--- config.mk ---
export PLATFORM = sky130hd
export DESIGN_NAME = jls_ctrl
export DESIGN_NICKNAME = d
export VERILOG_FILES = /design/src/hw/rtl/jls_pkg.sv /design/src/hw/rtl/jls_ctrl.sv
export SDC_FILE = /design/constraint.sdc
export NUM_CORES = 1
export LEC_CHECK = 0
export BUFFER_PORTS_ARGS = -buffer_cell sky130_fd_sc_hd__buf_4
export CORE_MARGIN = 2
export CORE_UTILIZATION = 32
export DETAILED_ROUTE_END_ITERATION = 7
export PLACE_DENSITY = 0.66
export SLEW_MARGIN = 20
export SYNTH_ARGS = -nofsm -noshare
export SYNTH_HDL_FRONTEND = slang
export SYNTH_SLANG_ARGS = --single-unit
--- constraint.sdc ---
create_clock -name clk -period 3.6 [get_ports clk]
set_clock_uncertainty 0.2 [all_clocks]
set_input_delay 0.36 -clock clk [delete_from_list [all_inputs] [get_ports clk]]
set_output_delay 0.36 -clock clk [all_outputs]
set_load 0.02 [all_outputs]
--- src/hw/rtl/jls_pkg.sv ---
`default_nettype none

package jls_pkg;

    // item command codes
    localparam logic [1:0] CMD_MATRIX = 2'd0;
    localparam logic [1:0] CMD_RHS    = 2'd1;
    localparam logic [1:0] CMD_SOLVE  = 2'd2;

    // configuration register indexes
    localparam logic [1:0] CFG_SIZE   = 2'd0;
    localparam logic [1:0] CFG_TOL    = 2'd1;
    localparam logic [1:0] CFG_MAXIT  = 2'd2;

    typedef enum logic [4:0] {
        ST_IDLE,
        ST_CLEAR,
        ST_SWEEP_START,
        ST_ROW_START,
        ST_ROW_ISSUE,
        ST_ROW_DRAIN,
        ST_ROW_NUM,
        ST_DIV_START,
        ST_DIV_WAIT,
        ST_ROW_WB,
        ST_SWEEP_WAIT,
        ST_SWEEP_CHK,
        ST_RES_START,
        ST_RES_ROW,
        ST_RES_ISSUE,
        ST_RES_DRAIN,
        ST_RES_SUB,
        ST_RES_MAG,
        ST_RES_SQ,
        ST_RES_ADD,
        ST_SQRT_START,
        ST_SQRT_WAIT,
        ST_OUT_RD,
        ST_OUT_LD,
        ST_OUT_WAIT
    } state_t;

    // controller -> datapath strobes
    typedef struct packed {
        logic x_clear;
        logic mac_issue;
        logic mac_all;
        logic acc_clear;
        logic num_load;
        logic div_start;
        logic row_wb;
        logic maxd_clear;
        logic bank_flip;
        logic res_clear;
        logic res_sub;
        logic res_mag;
        logic res_sq;
        logic res_add;
        logic sqrt_start;
        logic out_load;
        logic out_last;
        logic conv;
    } ctl_t;

    // datapath -> controller status
    typedef struct packed {
        logic mac_busy;
        logic diag_zero;
        logic div_busy;
        logic chk_busy;
        logic lt_tol;
        logic sqrt_busy;
        logic out_busy;
    } stat_t;

endpackage

`default_nettype wire

--- src/hw/rtl/jls_ctrl.sv ---
`default_nettype none

module jls_ctrl #(
    parameter int MAX_SIZE = 16
) (
    input  logic                        clk,
    input  logic                        rst_n,
    input  logic                        accept,
    input  logic [1:0]                  item_cmd,
    input  logic [4:0]                  size_in_use,
    input  logic [15:0]                 max_iterations,
    input  jls_pkg::stat_t              stat,
    output jls_pkg::ctl_t               ctl,
    output logic [$clog2(MAX_SIZE)-1:0] i_idx,
    output logic [$clog2(MAX_SIZE)-1:0] j_idx,
    output logic [15:0]                 sweeps,
    output logic                        item_stall
);

    import jls_pkg::*;

    localparam int IW = $clog2(MAX_SIZE);
    localparam int CW = $clog2(MAX_SIZE + 1);

    state_t        state_reg, state_next;
    logic [CW-1:0] i_reg, i_next, j_reg, j_next, n_w;
    logic [15:0]   sweeps_reg, sweeps_next;
    logic          conv_reg, conv_next;
    logic          last_i, last_j, solve_go, stop_sweeps;

    assign n_w = (int'(size_in_use) > MAX_SIZE) ? CW'(MAX_SIZE) : CW'(size_in_use);
    assign last_i   = i_reg == n_w - CW'(1);
    assign last_j   = j_reg == n_w - CW'(1);
    assign solve_go = accept && (item_cmd == CMD_SOLVE) && (n_w != '0);
    assign stop_sweeps = stat.lt_tol
                         || (({1'b0, sweeps_reg} + 17'd1) >= {1'b0, max_iterations});

    always_ff @(posedge clk or negedge rst_n)
    begin
        if (!rst_n)
        begin
            state_reg  <= ST_IDLE;
            i_reg      <= '0;
            j_reg      <= '0;
            sweeps_reg <= '0;
            conv_reg   <= 1'b0;
        end
        else
        begin
            state_reg  <= state_next;
            i_reg      <= i_next;
            j_reg      <= j_next;
            sweeps_reg <= sweeps_next;
            conv_reg   <= conv_next;
        end
    end

    // next state
    always_comb
    begin
        state_next = state_reg;
        unique case (state_reg)
            ST_IDLE:        if (solve_go) state_next = ST_CLEAR;
            ST_CLEAR:
            begin
                if (last_i)
                begin
                    state_next = (max_iterations == 16'd0) ? ST_RES_START : ST_SWEEP_START;
                end
            end
            ST_SWEEP_START: state_next = ST_ROW_START;
            ST_ROW_START:   state_next = ST_ROW_ISSUE;
            ST_ROW_ISSUE:   if (last_j) state_next = ST_ROW_DRAIN;
            ST_ROW_DRAIN:
            begin
                if (!stat.mac_busy)
                begin
                    state_next = stat.diag_zero ? ST_ROW_WB : ST_ROW_NUM;
                end
            end
            ST_ROW_NUM:     state_next = ST_DIV_START;
            ST_DIV_START:   state_next = ST_DIV_WAIT;
            ST_DIV_WAIT:    if (!stat.div_busy) state_next = ST_ROW_WB;
            ST_ROW_WB:      state_next = last_i ? ST_SWEEP_WAIT : ST_ROW_START;
            ST_SWEEP_WAIT:  if (!stat.chk_busy) state_next = ST_SWEEP_CHK;
            ST_SWEEP_CHK:   state_next = stop_sweeps ? ST_RES_START : ST_SWEEP_START;
            ST_RES_START:   state_next = ST_RES_ROW;
            ST_RES_ROW:     state_next = ST_RES_ISSUE;
            ST_RES_ISSUE:   if (last_j) state_next = ST_RES_DRAIN;
            ST_RES_DRAIN:   if (!stat.mac_busy) state_next = ST_RES_SUB;
            ST_RES_SUB:     state_next = ST_RES_MAG;
            ST_RES_MAG:     state_next = ST_RES_SQ;
            ST_RES_SQ:      state_next = ST_RES_ADD;
            ST_RES_ADD:     state_next = last_i ? ST_SQRT_START : ST_RES_ROW;
            ST_SQRT_START:  state_next = ST_SQRT_WAIT;
            ST_SQRT_WAIT:   if (!stat.sqrt_busy) state_next = ST_OUT_RD;
            ST_OUT_RD:      state_next = ST_OUT_LD;
            ST_OUT_LD:      state_next = ST_OUT_WAIT;
            ST_OUT_WAIT:
            begin
                if (!stat.out_busy)
                begin
                    state_next = last_i ? ST_IDLE : ST_OUT_RD;
                end
            end
            default:        state_next = ST_IDLE;
        endcase
    end

    // counters
    always_comb
    begin
        i_next      = i_reg;
        j_next      = j_reg;
        sweeps_next = sweeps_reg;
        conv_next   = conv_reg;
        unique case (state_reg)
            ST_IDLE:
            begin
                if (solve_go)
                begin
                    i_next      = '0;
                    sweeps_next = '0;
                    conv_next   = 1'b0;
                end
            end
            ST_CLEAR:     i_next = last_i ? '0 : i_reg + CW'(1);
            ST_ROW_START, ST_RES_ROW: j_next = '0;
            ST_ROW_ISSUE, ST_RES_ISSUE: j_next = j_reg + CW'(1);
            ST_ROW_WB:    i_next = last_i ? '0 : i_reg + CW'(1);
            ST_SWEEP_CHK:
            begin
                i_next      = '0;
                sweeps_next = sweeps_reg + 16'd1;
                conv_next   = stat.lt_tol;
            end
            ST_RES_START: i_next = '0;
            ST_RES_ADD:   i_next = last_i ? '0 : i_reg + CW'(1);
            ST_OUT_WAIT:
            begin
                if (!stat.out_busy && !last_i)
                begin
                    i_next = i_reg + CW'(1);
                end
            end
            default:
            begin
                i_next = i_reg;
            end
        endcase
    end

    // strobes
    always_comb
    begin
        ctl          = '0;
        ctl.conv     = conv_reg;
        ctl.out_last = last_i;
        unique case (state_reg)
            ST_CLEAR:       ctl.x_clear = 1'b1;
            ST_SWEEP_START: ctl.maxd_clear = 1'b1;
            ST_ROW_START:   ctl.acc_clear = 1'b1;
            ST_RES_ROW:     ctl.acc_clear = 1'b1;
            ST_ROW_ISSUE:   ctl.mac_issue = 1'b1;
            ST_RES_ISSUE:
            begin
                ctl.mac_issue = 1'b1;
                ctl.mac_all   = 1'b1;
            end
            ST_ROW_NUM:     ctl.num_load = 1'b1;
            ST_DIV_START:   ctl.div_start = 1'b1;
            ST_ROW_WB:      ctl.row_wb = 1'b1;
            ST_SWEEP_CHK:   ctl.bank_flip = 1'b1;
            ST_RES_START:   ctl.res_clear = 1'b1;
            ST_RES_SUB:     ctl.res_sub = 1'b1;
            ST_RES_MAG:     ctl.res_mag = 1'b1;
            ST_RES_SQ:      ctl.res_sq = 1'b1;
            ST_RES_ADD:     ctl.res_add = 1'b1;
            ST_SQRT_START:  ctl.sqrt_start = 1'b1;
            ST_OUT_LD:      ctl.out_load = 1'b1;
            default:        ctl.conv = conv_reg;
        endcase
    end

    assign i_idx      = i_reg[IW-1:0];
    assign j_idx      = j_reg[IW-1:0];
    assign sweeps     = sweeps_reg;
    assign item_stall = state_reg != ST_IDLE;

    a_div_nonzero: assert property (@(posedge clk) disable iff (!rst_n)
        ctl.div_start |-> !stat.diag_zero)
        else $error("divide started on a zero diagonal");

    a_check_drained: assert property (@(posedge clk) disable iff (!rst_n)
        (state_reg == ST_SWEEP_CHK) |-> !stat.chk_busy)
        else $error("sweep closed before change check drained");

    a_solve_stalls: assert property (@(posedge clk) disable iff (!rst_n)
        (state_reg == ST_IDLE && solve_go) |=> item_stall)
        else $error("solve accepted without stalling input");

endmodule

`default_nettype wire

==> impl_metrics.env <==
export IMPL_outcome="finished, final reports clean"
export IMPL_area_growth_pct=27.1
export IMPL_drv_slew=0
export IMPL_worstSkewPairLatency_ns=0.29
export IMPL_path_delay_family="compound AO/OA/AOI/OAI gates"
export IMPL_io_buffer_count=75
export IMPL_critPathBufInv=0
export IMPL_reg2regPathDepth=12
export IMPL_clock_sinks=32
export IMPL_dpl_cell_count=574
export IMPL_crit_path_end_kind="flop"
export IMPL_reg2reg_to="state_reg[3]$_DFFE_PN0P_"
export IMPL_avgRoutedWirePerCell_um=15.0
export IMPL_hpwl_mm=6.86
export IMPL_tritoncts="yes"
export IMPL_die_x_um=102
export IMPL_finalHoldViolCount=0
export IMPL_cpPeakStageDelay_ns=0.48
export IMPL_crit_path_start_kind="flop"
export IMPL_setup_violations=0
export IMPL_cpMaxStageDelayCell="or3_1"
export IMPL_crit_type="flop to flop"
export IMPL_path_clk_slew_ns=0.07
export IMPL_drc=0
export IMPL_crit_required_ns=3.57
export IMPL_max_freq_ghz=0.295
export IMPL_dr_pass1_iters=4
export IMPL_root_buffer="clkbuf_8"
export IMPL_nets=507
export IMPL_viasPerCell=5.24
export IMPL_mostFrequentLayoutCell="buf_4"
export IMPL_async_flop_share=1.00
export IMPL_syn_area_um2=3040
export IMPL_grt_max_degree=33
export IMPL_power_density_nw_per_um2=615
export IMPL_fin_util=0.419
export IMPL_synth_seq_cells=32
export IMPL_max_vdd_ir_drop_mv=0.293
export IMPL_ant_nets=0
export IMPL_synthCells=382
export IMPL_dieArea_um2=10300
export IMPL_io_pins=76
export IMPL_grt_antenna_before_repair=0
export IMPL_layout_cells_most_common_list="89 x buf_4, 39 x nand2_1, 33 x nor2_1"
export IMPL_grt_overflow_total=0
export IMPL_core_area_um2=9240
export IMPL_crit_top_cell="nand3_1"
export IMPL_period_needed_ns=3.39
export IMPL_gp_congestion=0.888
export IMPL_drive_gt1_frac=0.258
export IMPL_arrival_ns=3.37
export IMPL_rr_startpoint="sweeps[4]$_DFFE_PN0P_"
export IMPL_finalCritPeriodShare=0.943
export IMPL_routed_wl_mm=8.73
export IMPL_min_path_cells=2
export IMPL_hold_worst_slack_ns=0.129
export IMPL_relSlewSlack=0.502
export IMPL_synth_seq_area_share=0.263
export IMPL_maxCapViolCount=0
export IMPL_fin_tns_setup_ns=0
export IMPL_antenna_cells=0
export IMPL_min_path_type="input port to flop"
export IMPL_fill_cells=952
export IMPL_syn_avg_cell_area_um2=7.97
export IMPL_drt_iter0_drc=118
export IMPL_htreeDepth=2
export IMPL_min_to="conv_reg$_DFFE_PN0P_"
export IMPL_grt_pass1_wl_mm=14.2
export IMPL_fin_cells=583
export IMPL_leakage_nw=1.89
export IMPL_cts_buffer_depth=2
export IMPL_reg2reg_slack_ns=0.21
export IMPL_largest_register_ffs=16
export IMPL_vias=3053
export IMPL_grt_util_all_layers=0.173
export IMPL_synth_cell_types=66
export IMPL_ys_warn_count=0
export IMPL_place_ws_ns=0.0681
export IMPL_synth_edff_count=0
export IMPL_crit_chain="nand4_1, or3_1, nor2_1, xor2_1, ha_1, a21o_1, nand3_1, nand3_1, o311ai_1, o221ai_1, a2111oi_2, o21ai_1"
export IMPL_initial_utilization=0.329
export IMPL_crit_fanout=5
export IMPL_worstHoldStart="stat[2]"
export IMPL_grt_pass1_vias=2890
export IMPL_setup_ws_ns=0.206
export IMPL_syn_num_nets=436
export IMPL_ys_flop_type="dfrtp_1"
export IMPL_cts_buffers=5
export IMPL_core_rowCount=35
export IMPL_die_y_um=102
export IMPL_worst_pin_slew_ns=0.746
[cells by family after synthesis]
kind of cell,Yosys count,synth area share
AND/OR/NAND/NOR,154,0.257
AO/OA/AOI/OAI,85,0.194
buffers and inverters,57,0.0855
flip-flops,32,0.263
XOR/XNOR,27,0.0909
adder cells (fa/ha/maj),21,0.0863
multiplexers,6,0.0230
[what timing repair did]
action | in CTS | in global routing
buffers inserted | 0 | 0
hold buffers | 1 | 0
setup endpoints to repair | 0 | 1
endpoints found under the hold margin | 32 | 0
resized for setup | 0 | 7
[per-stage QoR]
| stage | cell area (µm²) | total power (W) |
|---|---|---|
| 5_1_grt | 3870 | 0.00257 |
| 3_3_place_gp | 3730 | 0.00201 |
| 6_report | 3870 | 0.00238 |
| 4_1_cts | 3850 | 0.00238 |
| 3_5_place_dp | 3730 | 0.00202 |
| 2_1_floorplan | 3040 | 0.00157 |
[area by class of cell]
class	count	area [µm²]	share of cell area
clock inverter	3	42.5	0.0110
inverter	31	116	0.0301
multi-input combinational	293	2000	0.516
timing repair buffer	90	678	0.175
sequential	32	803	0.208
clock buffer	5	68.8	0.0178
tap	129	161	0.0417
[routing by layer]
metal  up-vias  track usage  wire length (µm)
met1      1426        0.245              4190
met3        12       0.0304               510
met5         -            0                 0
li1       1505            -                 -
met4         0       0.0364                97
met2       110        0.276              3930
[where the power goes]
part	switching, W	internal [W]	leakage [nW]
clock	0.000146	0.000205	0.0541
sequential	0.000182	0.000459	0.428
combinational	0.000765	0.000622	1.41
[worst max path at each step]
stage,cells past startpoint,endpoint,start,slack (ns)
after floorplan,15,state_reg[3]$_DFFE_PN0P_,sweeps[2]$_DFFE_PN0P_,0.02
after global placement,14,state_reg[3]$_DFFE_PN0P_,sweeps[4]$_DFFE_PN0P_,0.24
after detailed placement,14,state_reg[3]$_DFFE_PN0P_,sweeps[4]$_DFFE_PN0P_,0.07
after CTS,14,state_reg[3]$_DFFE_PN0P_,sweeps[4]$_DFFE_PN0P_,0.07
after global routing,12,state_reg[3]$_DFFE_PN0P_,sweeps[4]$_DFFE_PN0P_,-0.006
final,12,state_reg[3]$_DFFE_PN0P_,sweeps[4]$_DFFE_PN0P_,0.21
[synth_stat cells, drive strengths merged (10+ instances only)]
| master | number | area, µm² |
|---|---|---|
| nand2 | 39 | 146 |
| nor2 | 34 | 128 |
| dfrtp | 32 | 801 |
| inv | 31 | 116 |
| o21ai | 24 | 120 |
| ha | 21 | 263 |
| nand3 | 19 | 95.1 |
| nor3 | 15 | 91.3 |
| xnor2 | 15 | 158 |
| buf | 13 | 95.1 |
| clkbuf | 13 | 48.8 |
| a21oi | 12 | 60.1 |
| xor2 | 11 | 96.3 |
| nor4 | 10 | 68.8 |
(Power assumes the default switching activity.)
